===== config.mk =====
export PLATFORM = sky130hd
export DESIGN_NAME = pesb_integrate
export DESIGN_NICKNAME = d
export VERILOG_FILES = /design/src/pesb_pkg.sv /design/src/pesb_integrate.sv
export SDC_FILE = /design/constraint.sdc
export NUM_CORES = 2
export LEC_CHECK = 0
export BUFFER_PORTS_ARGS = -buffer_cell sky130_fd_sc_hd__buf_2
export CELL_PAD_IN_SITES_DETAIL_PLACEMENT = 1
export CELL_PAD_IN_SITES_GLOBAL_PLACEMENT = 1
export CORE_MARGIN = 2
export CORE_UTILIZATION = 35
export CTS_CLUSTER_SIZE = 30
export DETAILED_ROUTE_END_ITERATION = 8
export PLACE_DENSITY_LB_ADDON = 0.05
export SLEW_MARGIN = 20
export SYNTH_ARGS = -nofsm -noshare
export SYNTH_HDL_FRONTEND = slang
export SYNTH_SLANG_ARGS = --single-unit
export TNS_END_PERCENT = 50

===== constraint.sdc =====
create_clock -name clk -period 5.98 [get_ports clk]
set_input_delay 0.598 -clock clk [delete_from_list [all_inputs] [get_ports clk]]
set_output_delay 0.598 -clock clk [all_outputs]
set_load 0.01 [all_outputs]

===== src/pesb_pkg.sv =====
`timescale 1ns / 1ps
// ----------------------------------------------------------------------------
// pesb_pkg
// Shared types, constants and the rounding and saturation helpers of the particle step pipeline.
// ----------------------------------------------------------------------------
package pesb_pkg;

    typedef logic [2:0] reg_index_t;

    localparam reg_index_t REG_REFLECT_ENABLE = 3'd0;
    localparam reg_index_t REG_BOX_LEFT       = 3'd1;
    localparam reg_index_t REG_BOX_TOP        = 3'd2;
    localparam reg_index_t REG_BOX_WIDTH      = 3'd3;
    localparam reg_index_t REG_BOX_HEIGHT     = 3'd4;
    localparam reg_index_t REG_BOUNCE_DAMPING = 3'd5;

    localparam logic signed [23:0] S24_MAX = 24'sh7FFFFF;
    localparam logic signed [23:0] S24_MIN = -24'sh800000;
    localparam logic [23:0] AGE_MAX = 24'hFFFFFF;
    localparam logic [16:0] ONE_Q16 = 17'd65536;
    localparam logic [16:0] DRAG_MIN = 17'd55706;
    // ceil(2^22 / 5); exact quotient by five for any 20-bit numerator
    localparam logic [19:0] DIV5_MAGIC = 20'd838861;
    localparam logic [40:0] HALF_Q16 = 41'd32768;

    typedef struct packed {
        logic              reflect;
        logic signed [23:0] left;
        logic signed [23:0] top;
        logic signed [24:0] right;
        logic signed [24:0] bottom;
        logic [16:0]       damp;
    } cfg_t;

    typedef struct packed {
        logic signed [23:0] pos_x;
        logic signed [23:0] pos_y;
        logic signed [23:0] vel_x;
        logic signed [23:0] vel_y;
        logic [23:0]       age;
        logic [23:0]       lifetime;
        logic [15:0]       step_time;
        logic              active;
    } particle_t;

    typedef struct packed {
        logic signed [23:0] pos_x;
        logic signed [23:0] pos_y;
        logic signed [23:0] vel_x;
        logic signed [23:0] vel_y;
        logic [15:0]       step_time;
        logic [23:0]       age;
        logic              alive;
        logic              active;
    } kin_t;

    typedef struct packed {
        logic signed [23:0] pos_x;
        logic signed [23:0] pos_y;
        logic signed [23:0] vel_x;
        logic signed [23:0] vel_y;
        logic [23:0]       age;
        logic              alive;
        logic              active;
    } body_t;

    typedef struct packed {
        logic signed [23:0] new_pos_x;
        logic signed [23:0] new_pos_y;
        logic signed [23:0] new_vel_x;
        logic signed [23:0] new_vel_y;
        logic [23:0]       new_age;
        logic              alive;
    } result_t;

    function automatic logic signed [23:0] sat25(input logic signed [24:0] v);
        logic signed [23:0] r;
        if (v > 25'(S24_MAX)) begin
            r = S24_MAX;
        end else if (v < 25'(S24_MIN)) begin
            r = S24_MIN;
        end else begin
            r = v[23:0];
        end
        return r;
    endfunction

    // Divide by 2^16, rounding to nearest with ties away from zero.
    // A negative value gets one less than half, then the arithmetic shift.
    function automatic logic signed [24:0] round_q16(input logic signed [40:0] p);
        logic signed [40:0] s;
        s = p + (p[40] ? $signed(HALF_Q16 - 41'd1) : $signed(HALF_Q16));
        return s[40:16];
    endfunction

endpackage


===== src/pesb_integrate.sv =====
`timescale 1ns / 1ps
// ----------------------------------------------------------------------------
// pesb_integrate
// Two stages: velocity times step, then rounding and saturating position add.
// ----------------------------------------------------------------------------
module pesb_integrate
    import pesb_pkg::*;
(
    input  logic  clk,
    input  logic  rst_n,
    input  logic  in_valid,
    output logic  in_ready,
    input  kin_t  in_data,
    output logic  out_valid,
    input  logic  out_ready,
    output body_t out_data
);

    typedef struct packed {
        body_t             body;
        logic signed [40:0] dx;
        logic signed [40:0] dy;
    } s4_t;

    logic  v4_reg, v5_reg;
    logic  rdy4, rdy5;
    s4_t   s4_reg, s4_next;
    body_t s5_reg, s5_next;

    logic signed [40:0] dt_w;
    logic signed [24:0] dx_r;
    logic signed [24:0] dy_r;

    assign rdy5     = !v5_reg || out_ready;
    assign rdy4     = !v4_reg || rdy5;
    assign in_ready = rdy4;

    always_comb
    begin
        dt_w = $signed({25'd0, in_data.step_time});
        s4_next.body.pos_x  = in_data.pos_x;
        s4_next.body.pos_y  = in_data.pos_y;
        s4_next.body.vel_x  = in_data.vel_x;
        s4_next.body.vel_y  = in_data.vel_y;
        s4_next.body.age    = in_data.age;
        s4_next.body.alive  = in_data.alive;
        s4_next.body.active = in_data.active;
        s4_next.dx = 41'(in_data.vel_x) * dt_w;
        s4_next.dy = 41'(in_data.vel_y) * dt_w;
    end

    always_comb
    begin
        dx_r = round_q16(s4_reg.dx);
        dy_r = round_q16(s4_reg.dy);
        s5_next       = s4_reg.body;
        s5_next.pos_x = sat25(25'(s4_reg.body.pos_x) + dx_r);
        s5_next.pos_y = sat25(25'(s4_reg.body.pos_y) + dy_r);
    end

    always_ff @(posedge clk or negedge rst_n)
    begin
        if (!rst_n)
        begin
            v4_reg <= 1'b0;
            v5_reg <= 1'b0;
        end
        else
        begin
            if (rdy4)
            begin
                v4_reg <= in_valid;
            end
            if (rdy5)
            begin
                v5_reg <= v4_reg;
            end
        end
    end

    always_ff @(posedge clk)
    begin
        if (rdy4 && in_valid)
        begin
            s4_reg <= s4_next;
        end
        if (rdy5 && v4_reg)
        begin
            s5_reg <= s5_next;
        end
    end

    assign out_valid = v5_reg;
    assign out_data  = s5_reg;

endmodule


Word-level counts from Yosys, hierarchy flattened
Cells that the tools add are included.
Widths: inputs -> output; s select.

storage, ports and cells
  memory bits (read-only) = 0
  register bits after elaboration = 328
  RAM bits = 0
  bits of input ports = 142
  bits in latches = 0
  logic and storage cells = 38
  memories = 0

cells by class
  bitwise operators = 0
  reductions and logical operators = 6
  multiply operators = 2
  shift operators = 0
  order comparisons = 4
  $add $sub $neg = 4
  mux-type cells = 4
  equal/unequal tests = 0
  div/mod/pow operators = 0

operator list
  kind                  number
  $add 41x17->41        2
  $mul 24x17->41        2
  $add 24x25->25        2
  $gt 25x24->1 const B  2
  $lt 25x24->1 const B  2
  $mux 24               2
  $mux 16               2
  $logic_and 1x1->1     2
  $logic_not 1->1       2
  $logic_or 1x1->1      2

Logic depth before layout (Yosys ltp)
  depth in word-level cells = 5
  gate-level depth with buffers = 26

Least setup slack after synthesis
Ideal clock, no wire load.

  kind = in2reg
  start point = in in_data[34] (netlist name)
  end point = reg s4_reg[40] (netlist name), data pin
  stages on the path = 25
  path slack = -0.724 ns
  data arrival time = 6.437 ns
  library setup time = 0.266 ns
  path through = clkbuf_1 -> clkbuf_1 -> nand2_1 -> fa_1 -> inv_1 -> fa_1 -> inv_1 -> fa_1 -> inv_1 -> fa_1 -> fa_1 -> inv_1 -> fa_1 -> inv_1 -> ha_1 -> clkbuf_1 -> nand4_1 -> nor3_1 -> nand4_1 -> o221ai_1 -> o22ai_1 -> o21a_1 -> o21ai_0 -> mux2i_1 -> nand4_1

RTL lines
  element               line                  text
  start, declared       pesb_integrate.sv:13  input kin_t in_data,
  end signal, assigned  pesb_integrate.sv:85  s4_reg <= s4_next;
  end, declared         pesb_integrate.sv:27  s4_t s4_reg, s4_next;

==> out/summary.txt <==
Status - complete, but fails checks
Failing checks - setup timing
WL met3 - 4430 microns
Vias post-DR - 30200
Min setup slack post-route - -0.0415 ns
Final Max Slew Viols - 0
Placed cell area - 49700 sq um
Root Driver - clkbuf_16
Fmax - 166 MHz
FP Rows - 127
Critical path's top delay family - adder cells
Reg2reg start - s4_reg[40]$_DFFE_PP_
Number of flops mapped to enable cells by yosys - 326
Synth async-reset ratio - 0.610%
Main synth FF type - edfxtp_1
Crit. End Element - flip-flop
Number of global-route vias before repair - 33700
M1 wire length - 55000 microns
Min-Delay Startpoint - in_data[99]
Layout Skew - 0.0261 ns
Total clock sinks - 328
CP required - 6.39 ns
Initial core utilization - 35.2%
Area grow syn2layout - 25.1%
Cells after Synth - 4106
Core area - 120000 sq um
YS warnings - 0
Final min period - 6.02 ns
Top cell type's share of synthesized area - 36.0%
Post-synthesis sequential area ratio - 23.4%
CTS max path bufs - 3
CTS tree - yes
TritonRoute pass-1 iters - 5
First-pass GRT wire length - 184000 microns
Metal2 WL - 55300 microns
HPWL Detailed - 92800 microns
Final Hold Viols - 0
RePlAce Congestion - 0.803
Hold Path Stages - 1
Top Ports - 266
Final net count - 6041
Cell taking the most area after synthesis - fa_1
Design Area, Final - 52600 sq um
HP Class - primary input to flip-flop
Clock latency on the worst-skew pair - 0.61 ns
Syn Area/Cell - 10.2 sq um
Post-DR wirelength/cell - 17.9 microns
DRT iter0 DRCs - 1243
Final period util - 101%
Mapped Nets - 5290
Routed WL - 116000 microns
Worst-margin pin slew - 0.992 ns
Routed Antenna Nets - 0
Crit path cell chain - buf_8, bufbuf_16, nand2_1, fa_2, fa_1, fa_1, fa_1, fa_1, fa_1, inv_1, ha_1, buf_4, nand4_1, a2bb2oi_2, o21ai_2, o21ai_2, o31a_1, o211a_1, or3_4, o311ai_2
Initial antenna violation count - 2
CP Launch Type - primary input
Leading post-synthesis cells by cell area - fa_1, edfxtp_1, ha_1, inv_1, and2_1
Share of layout cells above drive strength 1 - 22.5%
Largest register FFs - 204
Max H-tree Level - 2
Hold Path End - s4_reg[165]$_DFFE_PP_
Via/cell ratio - 4.65
Worst setup path class - primary input to flip-flop
GRT Util Overall - 19.2%
Max_slew headroom - 33.9%
Yosys reg bits - 328
FF-to-FF path depth - 24
Clock transition at path regs - 0.06 ns
Flop-to-flop setup slack - 0.40 ns
Die width - 351 microns
Max_cap viols - 0
Max layer used - met4
Port Buffers - 265
Critical Path AT - 6.43 ns
Max incr delay on CP - 0.60 ns
Buf/Inv on CP - 4
# DRC - 0
CP max-delay cell - fa_1
Die area - 123000 sq um
Most frequent CP cell - fa_1
Top cells by count, synth - inv_1, fa_1, nand2_1
Total grt overflow - 0
Sum Neg Setup Slack - -0.0518 ns
Largest net degree at the start of global routing - 113
Setup Viol. Count Final - 2
RSZ-0062 raised after global routing - yes
Die Span Y - 351 microns
Synth cell types - 74
Post-Synthesis Cell Area - 42100 sq um
Count leader, synth - inv_1
Reg-to-reg endpoint - out_data[96]$_SDFFCE_PN1P_
TritonCTS buffer count - 42
Critical-path maximum fanout - 12
## layout make-up
| type | count | area (sq um) |
|---|---|---|
| diodes | 1 | 2.50 |
| multi-input cells | 2713 | 29100 |
| clock inverters | 21 | 184 |
| fillers | 13300 | 67000 |
| clock buffers | 51 | 1110 |
| inverters | 921 | 3460 |
| repair buffers | 851 | 6910 |
| well taps | 1612 | 2020 |
| flip-flops and latches | 328 | 9840 |
## worst max path at each step
| stage | cells past startpoint | from | endpoint |
|---|---|---|---|
| 2_1_floorplan | 24 | in_data[32] | s4_reg[80]$_DFFE_PP_ |
| 3_3_place_gp | 25 | in_data[37] | s4_reg[81]$_DFFE_PP_ |
| 3_5_place_dp | 22 | in_data[30] | s4_reg[81]$_DFFE_PP_ |
| 4_1_cts | 24 | in_data[31] | s4_reg[80]$_DFFE_PP_ |
| 5_1_grt | 24 | in_data[32] | s4_reg[81]$_DFFE_PP_ |
| 6_report | 20 | in_data[33] | s4_reg[80]$_DFFE_PP_ |
## kinds of logic after synthesis
group | count (synthesis) | synth area share (%)
adder cells (fa/ha/maj) | 1071 | 45.2
multiplexers | 1 | 0.0238
AO/OA/AOI/OAI | 378 | 5.72
flip-flops | 328 | 23.4
buffers and inverters | 1066 | 9.56
AND/OR/NAND/NOR | 1093 | 12.6
XOR/XNOR | 169 | 3.55
## cells in the final DEF (no fill, tap or decap), types with 23 or more instances in the layout
cell	n
a21o_1	50
a21oi_1	111
and2_1	302
buf_12	55
buf_2	233
buf_4	501
buf_6	32
clkbuf_16	52
edfxtp_1	326
fa_1	722
fa_2	34
ha_1	258
ha_4	27
inv_1	897
inv_2	24
maj3_1	29
nand2_1	522
nand3_1	37
nand4_1	27
nor2_1	74
nor3_1	23
o21ai_0	49
xnor2_1	113
xor2_1	52
## worst reg2reg max path, cell delays in order (launching register included)
cell	delay [ns]
edfxtp_1	0.41
buf_12	0.18
ha_1	0.32
nand4_1	0.10
a211o_1	0.31
a211o_1	0.27
o211ai_1	0.20
buf_4	0.26
xor2_1	0.18
ha_1	0.21
inv_1	0.07
fa_1	0.43
nand2b_1	0.18
a21oi_1	0.24
o211ai_1	0.17
buf_4	0.17
a2111oi_0	0.44
buf_4	0.21
nor3_2	0.06
a21oi_2	0.16
buf_4	0.15
xnor2_4	0.12
nor2_2	0.23
buf_12	0.17
a21oi_1	0.06
## through the flow
| stage | utilization (%) | setup slack (ns) | instances | hold slack, ns |
|---|---|---|---|---|
| 2_1_floorplan | - | -0.234 | 4106 | 0.302 |
| 3_3_place_gp | 41.5 | -0.980 | 6368 | 0.385 |
| 3_5_place_dp | 41.5 | -1.08 | 6368 | 0.388 |
| 4_1_cts | 43.1 | -0.0278 | 6459 | 0.102 |
| 5_1_grt | 44.0 | -0.211 | 6497 | 0.122 |
| 6_report | 44.0 | -0.0415 | 6498 | 0.161 |
## timing repair
item	in CTS	in global routing
pin swaps	34	128
buffers inserted	14	28
endpoints found under the setup margin	31	72
gates cloned	4	10
hold buffers	1	0
hold endpoints to repair	2	0
resized for setup	62	172
## routing by layer
layer | GRT usage, % | up-vias
met5 | 0 | -
li1 | - | 14200
met4 | 3.13 | 0
met3 | 2.58 | 80
met2 | 32.1 | 353
met1 | 26.8 | 15600
Power is left out: the tool's default activity adds up to more than one toggle a clock period on the data nets, which glitch-free logic cannot reach.
