`config.mk`:
```
export PLATFORM = sky130hd
export DESIGN_NAME = pesb_bounce
export DESIGN_NICKNAME = d
export VERILOG_FILES = /design/src/pesb_pkg.sv /design/src/pesb_bounce.sv
export SDC_FILE = /design/constraint.sdc
export NUM_CORES = 2
export LEC_CHECK = 0
export BUFFER_PORTS_ARGS = -buffer_cell sky130_fd_sc_hd__buf_2
export CORE_MARGIN = 1
export CORE_UTILIZATION = 57
export CTS_CLUSTER_DIAMETER = 150
export DETAILED_ROUTE_END_ITERATION = 8
export HOLD_SLACK_MARGIN = 0.05
export PLACE_DENSITY_LB_ADDON = 0.1
export SLEW_MARGIN = 20
export SYNTH_ARGS = -nofsm -noshare
export SYNTH_HDL_FRONTEND = slang
export SYNTH_SLANG_ARGS = --single-unit
```
`constraint.sdc`:
```
create_clock -name clk -period 5.2 [get_ports clk]
set_clock_uncertainty 0.1 [all_clocks]
set_input_delay 0 -clock clk [delete_from_list [all_inputs] [get_ports clk]]
set_output_delay 0 -clock clk [all_outputs]
set_load 0.03 [all_outputs]
```
`src/pesb_pkg.sv`:
```
`timescale 1ns / 1ps
// ----------------------------------------------------------------------------
// pesb_pkg
// Shared types, constants and the rounding and saturation helpers of the particle step pipeline.
// ----------------------------------------------------------------------------
package pesb_pkg;

    typedef logic [2:0] reg_index_t;

    localparam reg_index_t REG_REFLECT_ENABLE = 3'd0;
    localparam reg_index_t REG_BOX_LEFT       = 3'd1;
    localparam reg_index_t REG_BOX_TOP        = 3'd2;
    localparam reg_index_t REG_BOX_WIDTH      = 3'd3;
    localparam reg_index_t REG_BOX_HEIGHT     = 3'd4;
    localparam reg_index_t REG_BOUNCE_DAMPING = 3'd5;

    localparam logic signed [23:0] S24_MAX = 24'sh7FFFFF;
    localparam logic signed [23:0] S24_MIN = -24'sh800000;
    localparam logic [23:0] AGE_MAX = 24'hFFFFFF;
    localparam logic [16:0] ONE_Q16 = 17'd65536;
    localparam logic [16:0] DRAG_MIN = 17'd55706;
    // ceil(2^22 / 5); exact quotient by five for any 20-bit numerator
    localparam logic [19:0] DIV5_MAGIC = 20'd838861;
    localparam logic [40:0] HALF_Q16 = 41'd32768;

    typedef struct packed {
        logic              reflect;
        logic signed [23:0] left;
        logic signed [23:0] top;
        logic signed [24:0] right;
        logic signed [24:0] bottom;
        logic [16:0]       damp;
    } cfg_t;

    typedef struct packed {
        logic signed [23:0] pos_x;
        logic signed [23:0] pos_y;
        logic signed [23:0] vel_x;
        logic signed [23:0] vel_y;
        logic [23:0]       age;
        logic [23:0]       lifetime;
        logic [15:0]       step_time;
        logic              active;
    } particle_t;

    typedef struct packed {
        logic signed [23:0] pos_x;
        logic signed [23:0] pos_y;
        logic signed [23:0] vel_x;
        logic signed [23:0] vel_y;
        logic [15:0]       step_time;
        logic [23:0]       age;
        logic              alive;
        logic              active;
    } kin_t;

    typedef struct packed {
        logic signed [23:0] pos_x;
        logic signed [23:0] pos_y;
        logic signed [23:0] vel_x;
        logic signed [23:0] vel_y;
        logic [23:0]       age;
        logic              alive;
        logic              active;
    } body_t;

    typedef struct packed {
        logic signed [23:0] new_pos_x;
        logic signed [23:0] new_pos_y;
        logic signed [23:0] new_vel_x;
        logic signed [23:0] new_vel_y;
        logic [23:0]       new_age;
        logic              alive;
    } result_t;

    function automatic logic signed [23:0] sat25(input logic signed [24:0] v);
        logic signed [23:0] r;
        if (v > 25'(S24_MAX)) begin
            r = S24_MAX;
        end else if (v < 25'(S24_MIN)) begin
            r = S24_MIN;
        end else begin
            r = v[23:0];
        end
        return r;
    endfunction

    // Divide by 2^16, rounding to nearest with ties away from zero.
    // A negative value gets one less than half, then the arithmetic shift.
    function automatic logic signed [24:0] round_q16(input logic signed [40:0] p);
        logic signed [40:0] s;
        s = p + (p[40] ? $signed(HALF_Q16 - 41'd1) : $signed(HALF_Q16));
        return s[40:16];
    endfunction

endpackage

```
`src/pesb_bounce.sv`:
```
`timescale 1ns / 1ps
// ----------------------------------------------------------------------------
// pesb_bounce
// Two stages: edge tests and damping multiply, then rounding into the result.
// ----------------------------------------------------------------------------
module pesb_bounce
    import pesb_pkg::*;
(
    input  logic    clk,
    input  logic    rst_n,
    input  cfg_t    cfg,
    input  logic    in_valid,
    output logic    in_ready,
    input  body_t   in_data,
    output logic    out_valid,
    input  logic    out_ready,
    output result_t out_data
);

    typedef struct packed {
        logic signed [23:0] pos_x;
        logic signed [23:0] pos_y;
        logic signed [23:0] vel_x;
        logic signed [23:0] vel_y;
        logic [23:0]       age;
        logic              alive;
        logic              hit_x;
        logic              neg_x;
        logic              hit_y;
        logic              neg_y;
        logic [40:0]       prod_x;
        logic [40:0]       prod_y;
    } s6_t;

    logic    v6_reg, v7_reg;
    logic    rdy6, rdy7;
    s6_t     s6_reg, s6_next;
    result_t s7_reg, s7_next;

    logic        armed;
    logic        lo_x, hi_x, lo_y, hi_y;
    logic [23:0] mag_x, mag_y;
    logic [40:0] sum_x, sum_y;
    logic [24:0] m_x, m_y;
    logic [23:0] lim_x, lim_y;

    assign rdy7     = !v7_reg || out_ready;
    assign rdy6     = !v6_reg || rdy7;
    assign in_ready = rdy6;

    // The low edge is tested first on each axis.
    always_comb
    begin
        armed = cfg.reflect && in_data.active;
        lo_x  = armed && (in_data.pos_x < cfg.left);
        hi_x  = armed && !lo_x && (25'(in_data.pos_x) > cfg.right);
        lo_y  = armed && (in_data.pos_y < cfg.top);
        hi_y  = armed && !lo_y && (25'(in_data.pos_y) > cfg.bottom);
        mag_x = in_data.vel_x[23] ? (~in_data.vel_x + 24'd1) : in_data.vel_x;
        mag_y = in_data.vel_y[23] ? (~in_data.vel_y + 24'd1) : in_data.vel_y;

        s6_next.pos_x  = lo_x ? cfg.left : (hi_x ? cfg.right[23:0] : in_data.pos_x);
        s6_next.pos_y  = lo_y ? cfg.top : (hi_y ? cfg.bottom[23:0] : in_data.pos_y);
        s6_next.vel_x  = in_data.vel_x;
        s6_next.vel_y  = in_data.vel_y;
        s6_next.age    = in_data.age;
        s6_next.alive  = in_data.alive;
        s6_next.hit_x  = lo_x || hi_x;
        s6_next.neg_x  = hi_x;
        s6_next.hit_y  = lo_y || hi_y;
        s6_next.neg_y  = hi_y;
        s6_next.prod_x = {17'd0, mag_x} * {24'd0, cfg.damp};
        s6_next.prod_y = {17'd0, mag_y} * {24'd0, cfg.damp};
    end

    // A full negative speed at unit damping rounds to one past the maximum.
    always_comb
    begin
        sum_x = s6_reg.prod_x + HALF_Q16;
        sum_y = s6_reg.prod_y + HALF_Q16;
        m_x   = sum_x[40:16];
        m_y   = sum_y[40:16];
        lim_x = (m_x > 25'(S24_MAX)) ? S24_MAX : m_x[23:0];
        lim_y = (m_y > 25'(S24_MAX)) ? S24_MAX : m_y[23:0];

        s7_next.new_pos_x = s6_reg.pos_x;
        s7_next.new_pos_y = s6_reg.pos_y;
        s7_next.new_vel_x = !s6_reg.hit_x ? s6_reg.vel_x :
                            (s6_reg.neg_x ? (~lim_x + 24'd1) : lim_x);
        s7_next.new_vel_y = !s6_reg.hit_y ? s6_reg.vel_y :
                            (s6_reg.neg_y ? (~lim_y + 24'd1) : lim_y);
        s7_next.new_age   = s6_reg.age;
        s7_next.alive     = s6_reg.alive;
    end

    always_ff @(posedge clk or negedge rst_n)
    begin
        if (!rst_n)
        begin
            v6_reg <= 1'b0;
            v7_reg <= 1'b0;
        end
        else
        begin
            if (rdy6)
            begin
                v6_reg <= in_valid;
            end
            if (rdy7)
            begin
                v7_reg <= v6_reg;
            end
        end
    end

    always_ff @(posedge clk)
    begin
        if (rdy6 && in_valid)
        begin
            s6_reg <= s6_next;
        end
        if (rdy7 && v6_reg)
        begin
            s7_reg <= s7_next;
        end
    end

    assign out_valid = v7_reg;
    assign out_data  = s7_reg;

endmodule

```
# Word-level counts from Yosys, hierarchy flattened
# Index checks and enable logic that the tools add are counted.
# word_totals
ff_bits	330
wordCells	67
# op_classes
n_bitwise	4
n_addsub	6
order_cmp	6
reduce_logical	17
mul	2
muxes	12
# op_table
op	count
two-way mux 24 bit	12
adder 24 x 1 -> 24 bit (second input constant)	4
inverter 24 bit	4
adder 41 x 16 -> 41 bit (second input constant)	2
multiplier 24 x 17 -> 41 bit	2
> comparator 24 x 25 -> 1 bit	2
> comparator 25 x 23 -> 1 bit (second input constant)	2
< comparator 24 bit	2
logical AND 1 bit	9
logical NOT 1 bit	4
logical OR 1 bit	4

# Logic depth before layout (Yosys ltp)
# depth
ltp_word	7
mapped_depth	31
ltp_nobuf	29

# Worst setup path after synthesis
# No wires, ideal clock.
# synth_timing
kind	input-to-reg
start	input in_data[31] in the netlist's numbering
end	register s6_reg[34] in the netlist's numbering (data pin)
t_arrival_ps	7246
path_slack_ps	-2406
stages	25
setup_time_ps	259
path_cell_list	or4_1 > nor4_1 > nand2b_1 > or3_1 > o21ai_0 > xnor2_1 > clkbuf_1 > nand2_1 > fa_1 > fa_1 > fa_1 > inv_1 > fa_1 > fa_1 > inv_1 > fa_1 > inv_1 > ha_1 > a21o_1 > a21oi_1 > o211ai_1 > a311oi_1 > o21ai_0 > a41oi_1 > xnor2_1
# synth_rtl
element	line	source
start, declared	pesb_bounce.sv:14	input body_t in_data,
end signal, assigned	pesb_bounce.sv:120	s6_reg <= s6_next;
end, declared	pesb_bounce.sv:37	s6_t s6_reg, s6_next;

==> results.py <==
metrics = {
    "finish": {
        "nNetsFinal": 6484,
        "final.fill_count": 5128,
        "largest_reg_flops": 177,
        "area_delta_synth_final_pct": 28.1,
        "drive_above_1_share": 0.244,
        "final_cell_count_no_fill": 6239,
    },
    "synthesis": {
        "synth_fp_nets": 5550,
        "yosys-mux-area-fraction": 0.00964,
        "ys.flop_type": "edfxtp_1",
        "synth-xor-area-share": 0.0340,
        "synthesis.instances": 4326,
        "synth_most_common_cell": "inv_1",
        "synth_top_cell_area_share": 0.313,
        "synth_cell_type_count": 89,
        "synth_area_leaders": "fa_1 31%, edfxtp_1 21%, ha_1 9.8%",
        "syn_avg_cell_area_um2": 9.66,
        "synthArstFlopShare": 0.00667,
        "synth_compound_area_frac": 0.0738,
        "yosys.area_share.adder": 0.412,
        "yosysSeqAreaShare": 0.215,
        "synth_top_area_cell": "fa_1",
        "synth_edf_count": 298,
        "netlist_area_um2": 41800,
        "synth_commonest_cells": "885 x inv_1, 654 x fa_1, 613 x nand2_1",
        "ys_ff_latch": 300,
        "synth_top_family_by_area": "adder cells",
        "synth_warnings": 0,
        "synth-simple-area-share": 0.158,
    },
    "setup_path": {
        "arrival_ns": 7.04,
        "critical-path-max-stage-delay_ns": 0.59,
        "crit_path_end_kind": "register",
        "rrSetupSlack_ns": 0.54,
        "crit_type": "input pin to register",
        "critPathRequiredTime_ns": 5.38,
        "crit_slowest_cell": "fa_2",
        "path_max_fanout": 6,
        "worst_setup_path_start_kind": "input pin",
    },
    "route": {
        "drt_pass1_iterations": 5,
        "ant_nets": 0,
        "wirelength_um": 112000,
        "wire_per_inst_um": 17.9,
        "routed_via_density": 5.44,
        "vias": 33900,
        "drtIter0Drc": 2083,
        "post-route-drc-count": 0,
    },
    "grt": {
        "grt_max_degree": 122,
        "antenna_found_initial": 4,
        "grt_usage": 0.307,
        "grt-ovfl-total": 0,
        "grt_pass1_vias": 36000,
        "grt_pass1_wl_um": 182000,
    },
    "timing": {
        "rsz0062_at_grt": "yes",
        "setup_violations": 52,
        "slew_headroom": 0.252,
        "tightest_slew_ns": 1.12,
        "finalCritPeriodShare": 1.32,
        "holdWs_ns": 0.0728,
        "max_freq_mhz": 146,
        "period_minus_slack_ns": 6.86,
        "setup_ws_ns": -1.66,
        "finalHoldViolCount": 0,
        "drv_slew": 0,
    },
    "floorplanning": {
        "core_um2": 72000,
        "initial_utilization": 0.581,
        "fp.dieH_um": 273,
        "chipWidth_um": 273,
        "ios": 365,
        "die_area_um2": 74400,
        "std_cell_rows": 98,
    },
    "clocking": {
        "clkSinkCount": 300,
        "clockBufferDepth": 3,
        "htreeDepth": 2,
        "cts_tree": "done",
        "numCtsBuffers": 36,
        "path_clk_slew_ns": 0.07,
        "root_buffer": "clkbuf_16",
        "clock_latency_ns": 0.56,
    },
    "placement": {
        "portBuffers": 364,
        "globalplace.congestion": 0.937,
        "dp_hpwl_um": 87100,
        "placed_cells": 5935,
    },
    "outcome": {
        "outcome": "complete, but fails checks",
        "violations": "negative setup slack",
    },
    "run": {
        "drv_cap": 0,
    },
    "worst_hold_path": {
        "hp-class": "input pin to register",
    },
}
cells in the final DEF, fill, tap and decap left out, types with 25 or more instances in the layout:
cell type	instances
inv_1	850
fa_1	631
nand2_1	587
buf_4	440
buf_2	361
and2_1	329
ha_1	300
edfxtp_1	298
dlygate4sd3_1	185
xnor2_1	93
nor2_1	84
o21ai_0	66
a21o_1	64
nand3_1	63
a21oi_1	62
xor2_1	48
buf_6	45
buf_12	44
nand4_1	38
clkbuf_16	38
inv_2	35
nor2b_1	31
nor3_1	30
mux2_2	30
ha_4	28
o221ai_1	25
repair_timing:
| action | CTS | global route |
|---|---|---|
| cloned | 0 | 0 |
| hold buffers | 185 | 0 |
| endpoints found under the setup margin | 52 | 52 |
| resized for setup | 165 | 78 |
| setup buffers | 42 | 14 |
| pin swaps | 121 | 42 |
| hold endpoints to repair | 138 | 0 |
routing by layer:
layer | part of all wire | track usage | vias to the layer above
met5 | 0.00015 | 0 | -
met4 | 0.033 | 0.101 | 2
met3 | 0.057 | 0.0415 | 217
met2 | 0.51 | 0.541 | 1056
met1 | 0.40 | 0.389 | 17100
li1 | - | - | 15600
cell families after synthesis:
group                    count (synthesis)
multiplexers                            36
flip-flops                             300
buffers and inverters                 1069
AO/OA/AOI/OAI                          437
adder cells (fa/ha/maj)                982
AND/OR/NAND/NOR                       1340
XOR/XNOR                               162
final cells by class:
cell class	count	area (µm²)	share of cell area
timing repair buffer	1079	8430	0.157
sequential	300	9000	0.168
inverter	886	3330	0.0622
tap	950	1190	0.0222
antenna	4	10.0	0.000187
clock buffer	44	973	0.0182
clock inverter	19	163	0.00304
multi-input combinational	2957	30400	0.569
final timing paths:
kind / from / end / depth (start not counted)
setup reg to reg: s6_reg[18] / out_data[47] / 13
min in group asynchronous: rst_n / v6_reg / 3
hold reg to reg: s6_reg[200] / out_data[114] / 0
hold / removal: in_data[11] / s6_reg[96] / 2
max in group asynchronous: rst_n / out_valid / 3
setup / recovery: in_data[30] / s6_reg[33] / 27
critical path: cells and delay by family:
family                   cells  cell delay (ns)
adder cells (fa/ha/maj)      7             3.30
buffers and inverters        4             0.38
XOR/XNOR                     2             0.30
AND/OR/NAND/NOR              6             1.61
AO/OA/AOI/OAI                8             1.42
per-stage QoR:
stage | util | area, µm² | setup WS (ns) | TNS [ns]
finish | 0.743 | 53500 | -1.66 | -69.08
global route | 0.743 | 53500 | -1.90 | -79.25
CTS | 0.737 | 53100 | -1.57 | -64.28
detailed placement | 0.681 | 49000 | -2.36 | -105.04
global placement | 0.681 | 49000 | -2.31 | -102.27
floorplan | - | 42700 | -1.89 | -72.87
Power is left out: the tool's default activity adds up to more than one toggle a clock period on the data nets, which glitch-free logic cannot reach.
