### config.mk
export PLATFORM = sky130hd
export DESIGN_NAME = pesb_velocity
export DESIGN_NICKNAME = d
export VERILOG_FILES = /design/src/pesb_pkg.sv /design/src/pesb_velocity.sv
export SDC_FILE = /design/constraint.sdc
export NUM_CORES = 2
export LEC_CHECK = 0
export ABC_AREA = 1
export BUFFER_PORTS_ARGS = -buffer_cell sky130_fd_sc_hd__buf_4
export CAP_MARGIN = 0
export CORE_AREA = 2 2 253 280
export DETAILED_ROUTE_END_ITERATION = 10
export DIE_AREA = 0 0 255 282
export PLACE_DENSITY_LB_ADDON = 0.05
export SLEW_MARGIN = 40
export SYNTH_ARGS = -nofsm -noshare
export SYNTH_HDL_FRONTEND = slang
export SYNTH_SLANG_ARGS = --single-unit
### constraint.sdc
create_clock -name clk -period 21.2 [get_ports clk]
set_clock_uncertainty 0.05 [all_clocks]
set_input_delay 3.18 -clock clk [delete_from_list [all_inputs] [get_ports clk]]
set_output_delay 3.18 -clock clk [all_outputs]
set_load 0.01 [all_outputs]
### src/pesb_pkg.sv
`timescale 1ns / 1ps
// ----------------------------------------------------------------------------
// pesb_pkg
// Shared types, constants and the rounding and saturation helpers of the particle step pipeline.
// ----------------------------------------------------------------------------
package pesb_pkg;

    typedef logic [2:0] reg_index_t;

    localparam reg_index_t REG_REFLECT_ENABLE = 3'd0;
    localparam reg_index_t REG_BOX_LEFT       = 3'd1;
    localparam reg_index_t REG_BOX_TOP        = 3'd2;
    localparam reg_index_t REG_BOX_WIDTH      = 3'd3;
    localparam reg_index_t REG_BOX_HEIGHT     = 3'd4;
    localparam reg_index_t REG_BOUNCE_DAMPING = 3'd5;

    localparam logic signed [23:0] S24_MAX = 24'sh7FFFFF;
    localparam logic signed [23:0] S24_MIN = -24'sh800000;
    localparam logic [23:0] AGE_MAX = 24'hFFFFFF;
    localparam logic [16:0] ONE_Q16 = 17'd65536;
    localparam logic [16:0] DRAG_MIN = 17'd55706;
    // ceil(2^22 / 5); exact quotient by five for any 20-bit numerator
    localparam logic [19:0] DIV5_MAGIC = 20'd838861;
    localparam logic [40:0] HALF_Q16 = 41'd32768;

    typedef struct packed {
        logic              reflect;
        logic signed [23:0] left;
        logic signed [23:0] top;
        logic signed [24:0] right;
        logic signed [24:0] bottom;
        logic [16:0]       damp;
    } cfg_t;

    typedef struct packed {
        logic signed [23:0] pos_x;
        logic signed [23:0] pos_y;
        logic signed [23:0] vel_x;
        logic signed [23:0] vel_y;
        logic [23:0]       age;
        logic [23:0]       lifetime;
        logic [15:0]       step_time;
        logic              active;
    } particle_t;

    typedef struct packed {
        logic signed [23:0] pos_x;
        logic signed [23:0] pos_y;
        logic signed [23:0] vel_x;
        logic signed [23:0] vel_y;
        logic [15:0]       step_time;
        logic [23:0]       age;
        logic              alive;
        logic              active;
    } kin_t;

    typedef struct packed {
        logic signed [23:0] pos_x;
        logic signed [23:0] pos_y;
        logic signed [23:0] vel_x;
        logic signed [23:0] vel_y;
        logic [23:0]       age;
        logic              alive;
        logic              active;
    } body_t;

    typedef struct packed {
        logic signed [23:0] new_pos_x;
        logic signed [23:0] new_pos_y;
        logic signed [23:0] new_vel_x;
        logic signed [23:0] new_vel_y;
        logic [23:0]       new_age;
        logic              alive;
    } result_t;

    function automatic logic signed [23:0] sat25(input logic signed [24:0] v);
        logic signed [23:0] r;
        if (v > 25'(S24_MAX)) begin
            r = S24_MAX;
        end else if (v < 25'(S24_MIN)) begin
            r = S24_MIN;
        end else begin
            r = v[23:0];
        end
        return r;
    endfunction

    // Divide by 2^16, rounding to nearest with ties away from zero.
    // A negative value gets one less than half, then the arithmetic shift.
    function automatic logic signed [24:0] round_q16(input logic signed [40:0] p);
        logic signed [40:0] s;
        s = p + (p[40] ? $signed(HALF_Q16 - 41'd1) : $signed(HALF_Q16));
        return s[40:16];
    endfunction

endpackage

### src/pesb_velocity.sv
`timescale 1ns / 1ps
// ----------------------------------------------------------------------------
// pesb_velocity
// Three stages: age, gravity and drag quotient; drag factor and multiply; drag rounding.
// ----------------------------------------------------------------------------
module pesb_velocity
    import pesb_pkg::*;
(
    input  logic      clk,
    input  logic      rst_n,
    input  logic      in_valid,
    output logic      in_ready,
    input  particle_t in_data,
    output logic      out_valid,
    input  logic      out_ready,
    output kin_t      out_data
);

    typedef struct packed {
        kin_t        kin;
        logic [16:0] quot;
    } s1_t;

    typedef struct packed {
        kin_t              kin;
        logic signed [40:0] prod;
    } s2_t;

    logic v1_reg, v2_reg, v3_reg;
    logic rdy1, rdy2, rdy3;
    s1_t  s1_reg, s1_next;
    s2_t  s2_reg, s2_next;
    kin_t s3_reg, s3_next;

    logic [15:0]        dt_e;
    logic [24:0]        age_sum;
    logic [23:0]        age_new;
    logic [19:0]        grav_sum;
    logic signed [24:0] vy_sum;
    logic [19:0]        num;
    logic [39:0]        quot_prod;
    logic [16:0]        f_raw;
    logic [16:0]        f_drag;
    logic signed [41:0] vx_w;
    logic signed [41:0] f_w;
    logic signed [41:0] prod_w;
    logic signed [24:0] vx_round;

    assign rdy3     = !v3_reg || out_ready;
    assign rdy2     = !v2_reg || rdy3;
    assign rdy1     = !v1_reg || rdy2;
    assign in_ready = rdy1;

    // An inactive particle runs with a zero step, which leaves every field as it was.
    always_comb
    begin
        dt_e      = in_data.active ? in_data.step_time : 16'd0;
        age_sum   = {1'b0, in_data.age} + {9'd0, dt_e};
        age_new   = age_sum[24] ? AGE_MAX : age_sum[23:0];
        grav_sum  = ({4'd0, dt_e} * 20'd15 + 20'd8) >> 4;
        vy_sum    = {in_data.vel_y[23], in_data.vel_y} + $signed({9'd0, grav_sum[15:0]});
        num       = {1'b0, dt_e, 3'b000} + 20'd2;
        quot_prod = num * DIV5_MAGIC;

        s1_next.kin.pos_x     = in_data.pos_x;
        s1_next.kin.pos_y     = in_data.pos_y;
        s1_next.kin.vel_x     = in_data.vel_x;
        s1_next.kin.vel_y     = sat25(vy_sum);
        s1_next.kin.step_time = dt_e;
        s1_next.kin.age       = age_new;
        s1_next.kin.alive     = in_data.active && (age_new < in_data.lifetime);
        s1_next.kin.active    = in_data.active;
        s1_next.quot          = quot_prod[38:22];
    end

    // The floor is decided on the quotient, since a large step wraps the difference.
    always_comb
    begin
        f_raw  = ONE_Q16 - s1_reg.quot;
        f_drag = (s1_reg.quot > (ONE_Q16 - DRAG_MIN)) ? DRAG_MIN : f_raw;
        vx_w   = 42'(s1_reg.kin.vel_x);
        f_w    = $signed({25'd0, f_drag});
        prod_w = vx_w * f_w;
        s2_next.kin  = s1_reg.kin;
        s2_next.prod = prod_w[40:0];
    end

    always_comb
    begin
        vx_round      = round_q16(s2_reg.prod);
        s3_next       = s2_reg.kin;
        s3_next.vel_x = vx_round[23:0];
    end

    always_ff @(posedge clk or negedge rst_n)
    begin
        if (!rst_n)
        begin
            v1_reg <= 1'b0;
            v2_reg <= 1'b0;
            v3_reg <= 1'b0;
        end
        else
        begin
            if (rdy1)
            begin
                v1_reg <= in_valid;
            end
            if (rdy2)
            begin
                v2_reg <= v1_reg;
            end
            if (rdy3)
            begin
                v3_reg <= v2_reg;
            end
        end
    end

    always_ff @(posedge clk)
    begin
        if (rdy1 && in_valid)
        begin
            s1_reg <= s1_next;
        end
        if (rdy2 && v1_reg)
        begin
            s2_reg <= s2_next;
        end
        if (rdy3 && v2_reg)
        begin
            s3_reg <= s3_next;
        end
    end

    assign out_valid = v3_reg;
    assign out_data  = s3_reg;

endmodule

Word level (Yosys, flattened, before mapping)

Cells that the tools add are included.

ROM bits: 0
Output and inout bits: 140
Word-level logic and storage cells: 56
Memory bits (writable): 0
Input bits: 165
Register bits after elaboration: 451
Latch bits: 0
Memories kept: 0

Reductions and logical operators: 10
Shifts and indexed selects: 0
Bitwise gates (word level): 0
Divide/modulo/power cells: 0
Add/subtract/negate cells: 6
Eq/ne operators: 0
Magnitude comparators: 4
$mul: 3
Mux-type cells: 5

Operators with widths:

| cell                   | count |
|---|---|
| $mux 24                | 2 |
| $mul 24x18->41         | 1 |
| $add 40x17->40         | 1 |
| $mul 20x20->39 const B | 1 |
| $mux 16                | 2 |
| $add 24x16->25         | 1 |
| $add 24x17->25         | 1 |
| $gt 25x24->1 const B   | 1 |
| $lt 25x24->1 const B   | 1 |
| $lt 24x24->1           | 1 |
| $add 19x2->20 const B  | 1 |
| $add 20x4->20 const B  | 1 |
| $mul 16x4->20 const B  | 1 |
| $gt 17x14->1 const B   | 1 |
| $mux 17                | 1 |
| $sub 17x17->17 const A | 1 |
| $logic_and 1x1->1      | 4 |
| $logic_not 1->1        | 3 |
| $logic_or 1x1->1       | 3 |

Longest topological paths before layout

Depth in word-level cells: 6
Mapped depth: 35
Mapped depth without buffers: 34

Least setup slack after synthesis

Ideal clock, no wire load.

Path kind: input-to-reg
Start: input port out_ready
End: register s3_reg (netlist bit out_data[0]), enable pin
Data arrival time: 9.824 ns
Path buffers: 0
Stages on the path: 2
Path slack: 10.645 ns
Cell sequence: inv_1 > a21oi_1

Longest elaborated chain between the ends: 2

Ends and longest elaborated chain:

| what                   | line                 | RTL |
|---|---|---|
| start: declaration     | pesb_velocity.sv:15  | `input logic out_ready,` |
| $logic_or 1x1->1       | pesb_velocity.sv:49  | `assign rdy3 = !v3_reg \|\| out_ready;` |
| $logic_and 1x1->1      | pesb_velocity.sv:130 | `if (rdy3 && v2_reg)` |
| end signal: assignment | pesb_velocity.sv:132 | `s3_reg <= s3_next;` |
| end: declaration       | pesb_velocity.sv:33  | `kin_t s3_reg, s3_next;` |

Every way passes these cells.
A chain may end at the register's enable or synchronous reset.

Final worst setup path

Start: register s1_reg[0] in the netlist's numbering
End: register s2_reg[30] in the netlist's numbering (data pin)

Longest elaborated chain between the ends: 3
Elaborated cells on any way between the ends: 4
Classes of those cells: add/sub: 1; mul: 1; order compare: 1; mux: 1

Ends and longest elaborated chain:

| what                                           | line                                     | RTL |
|---|---|---|
| start: declaration                             | pesb_velocity.sv:31                      | `s1_t s1_reg, s1_next;` |
| start signal: assignment                       | pesb_velocity.sv:124                     | `s1_reg <= s1_next;` |
| $sub 17x17->17 or $gt 17x14->1 (tied branches) | pesb_velocity.sv:79, pesb_velocity.sv:80 |  |
| $mux 17 *                                      | pesb_velocity.sv:80                      | `f_drag = (s1_reg.quot > (ONE_Q16 - DRAG_MIN)) ? DRAG_MIN : f_raw;` |
| $mul 24x18->41 *                               | pesb_velocity.sv:83                      | `prod_w = vx_w * f_w;` |
| named net prod_w[30]                           | pesb_velocity.sv:46                      | `logic signed [41:0] prod_w;` |
| end signal: assignment                         | pesb_velocity.sv:128                     | `s2_reg <= s2_next;` |
| end: declaration                               | pesb_velocity.sv:32                      | `s2_t s2_reg, s2_next;` |

Mark *: on every way through the listed nets, which the timed path passes. The rest lies on a longest branch.

==> impl_metrics.ini <==
[timing]
holdWs_ns = 0.355
max_freq_mhz = 109
min_period_ns = 9.17
period_share = 0.433
tightest_slew_ns = 0.900
hold_viol = 0
grt_setup_unrepaired = false
fin_setup_tns_ns = 0
slew_headroom = 0.398
final_max_slew_viol_count = 0
finalSetupViolCount = 0

[outcome]
status = completed

[cts]
clk_latency_ns = 0.60
cts-resized-gates = 0
numCtsBuffers = 48
holdBufCountCts = 0
clk_path_buf_depth = 3
clock-sinks = 451
clk_pin_slew_ns = 0.07
cts-htree-levels = 2
post-cts-setup-buffers = 0
clockRootBuffer = clkbuf_16
cts_tree = yes

[die]
fp-row-count = 101
dieHeight_um = 282
die-area_um2 = 71900
die_w_um = 255
io_pins = 305
core-area_um2 = 68900
initial_core_util = 0.596

[route]
drt_iter0_markers = 2003
wl_mm = 104
wl_per_cell_um = 19.5
drt_pre_antenna_iters = 5
drc = 0
num_vias = 28209
vias_per_cell = 5.30
ant_nets = 0

[finish]
multi_input_area_um2 = 23700
antenna_cells = 0
final_common_cell = inv_1
seq_area_um2 = 13500
nNetsFinal = 5449
drive_above_1_share = 0.105
syn_to_final_growth_pct = 11.9
fill_cells = 5611
final_cell_mix = inv_1 (911), nand2_1 (649), fa_1 (537)

[yosys]
netlist_area_um2 = 41000
synth_warnings = 0
synth_top_flop_cell = edfxtp_1
postSynthAreaPerCell_um2 = 10.1
yosysUniqueCellTypes = 53
synth-async-reset-ratio = 0.00665
netlist_instances = 4056
synth_seq_cells = 451
synth_edf_count = 448
seq_area_frac_synth = 0.330
synth_fp_nets = 5145

[worst_setup_path]
slowest_delay_ns = 0.90
cp.arrival_ns = 9.46
critPathCaptureType = flop
slowest_stage = inv_1
cp.required_ns = 21.48
critPathMaxFanout = 20
start_kind = flop
cp_num_buf_inv = 6
cp_top_family = adder cells
path_class = reg -> reg

[global_routing]
grt_pass1_wl_mm = 161
first_global_vias = 29237
grt_max_degree = 67
grt-ovfl-total = 0
grt_antenna_before_repair = 0
grtUsageTotal = 0.297

[run]
drv_cap = 0

[placed_design]
hpwl_mm = 85.9
portBuffers = 304
place.gp.congestion = 0.970

[hold_path]
hp-class = reg -> reg
==> metrics by stage <==
step	worst slack [ns]	instances	cell area, um^2	utilization
6_report	12.03	5326	45900	0.666
5_1_grt	11.45	5326	45900	0.666
4_1_cts	12.19	5326	45900	0.666
3_5_place_dp	11.59	5237	44300	0.643
3_3_place_gp	11.64	5237	44300	0.643
2_1_floorplan	10.65	4056	41000	-
==> cells by family (layout without fill, tap and decap cells) <==
kind of cell,count (synthesis),after routing,synth area share
AOI/OAI and AO/OA,346,346,0.0476
xor gates and xnor gates,123,123,0.0263
adders and majority gates,924,924,0.380
buffers and inverters,989,1332,0.0926
and+or+nand+nor,1223,1223,0.124
DFF,451,451,0.330
==> worst register-to-register path, delay by kind of cell (launching register included) <==
family / cells / cell delay (ns)
AOI/OAI and AO/OA: 4 / 0.41
xor gates and xnor gates: 1 / 0.14
adders and majority gates: 8 / 3.79
buffers and inverters: 6 / 1.32
DFF: 1 / 0.38
and+or+nand+nor: 10 / 2.81
==> layout make-up <==
cell class              instances  area share
multi-input cells            2616       0.517
flip-flops and latches        451       0.295
repair buffers                315      0.0518
inverters                     928      0.0762
clock buffers                  55      0.0272
well taps                     927      0.0253
clock inverters                34     0.00777
==> worst paths after layout <==
check	start	to	slack, ns	cells after the start
setup reg to reg	s1_reg[0]	s2_reg[30]	12.03	29
hold reg to reg	s1_reg[119]	s2_reg[143]	0.35	0
max in group asynchronous	rst_n	v1_reg	18.70	1
hold / removal	s1_reg[119]	s2_reg[143]	0.35	0
setup / recovery	s1_reg[0]	s2_reg[30]	12.03	29
min in group asynchronous	rst_n	v2_reg	2.30	1
==> synth_stat cells, types with 7 or more instances <==
master	n	area, um^2
nand2_1	649	2440
nand4_1	29	181
buf_2	20	100
xor2_1	83	727
o21ai_0	97	485
nor2_1	350	1310
edfxtp_1	448	13500
a21boi_0	12	90.1
nand3b_1	7	52.6
inv_1	916	3440
nand3_1	83	415
or2_2	9	56.3
ha_1	387	4840
nor4_1	13	81.3
xnor2_1	40	350
a21o_1	18	135
a31oi_1	15	93.8
fa_1	537	10800
buf_1	10	37.5
o21bai_1	16	120
a21oi_1	160	801
nor3_1	32	160
clkinv_1	8	30.0
nor2_2	30	188
clkbuf_1	22	82.6
==> metal layers <==
layer,routed length [um],up-vias,GRT usage
met3,5050,243,0.0330
met1,41400,13739,0.375
met4,5570,0,0.139
met2,52000,894,0.513
li1,-,13333,-
met5,0,-,0
Power is not shown: default switching activity piles up to over one toggle a cycle in this logic, so the estimate is an artifact.
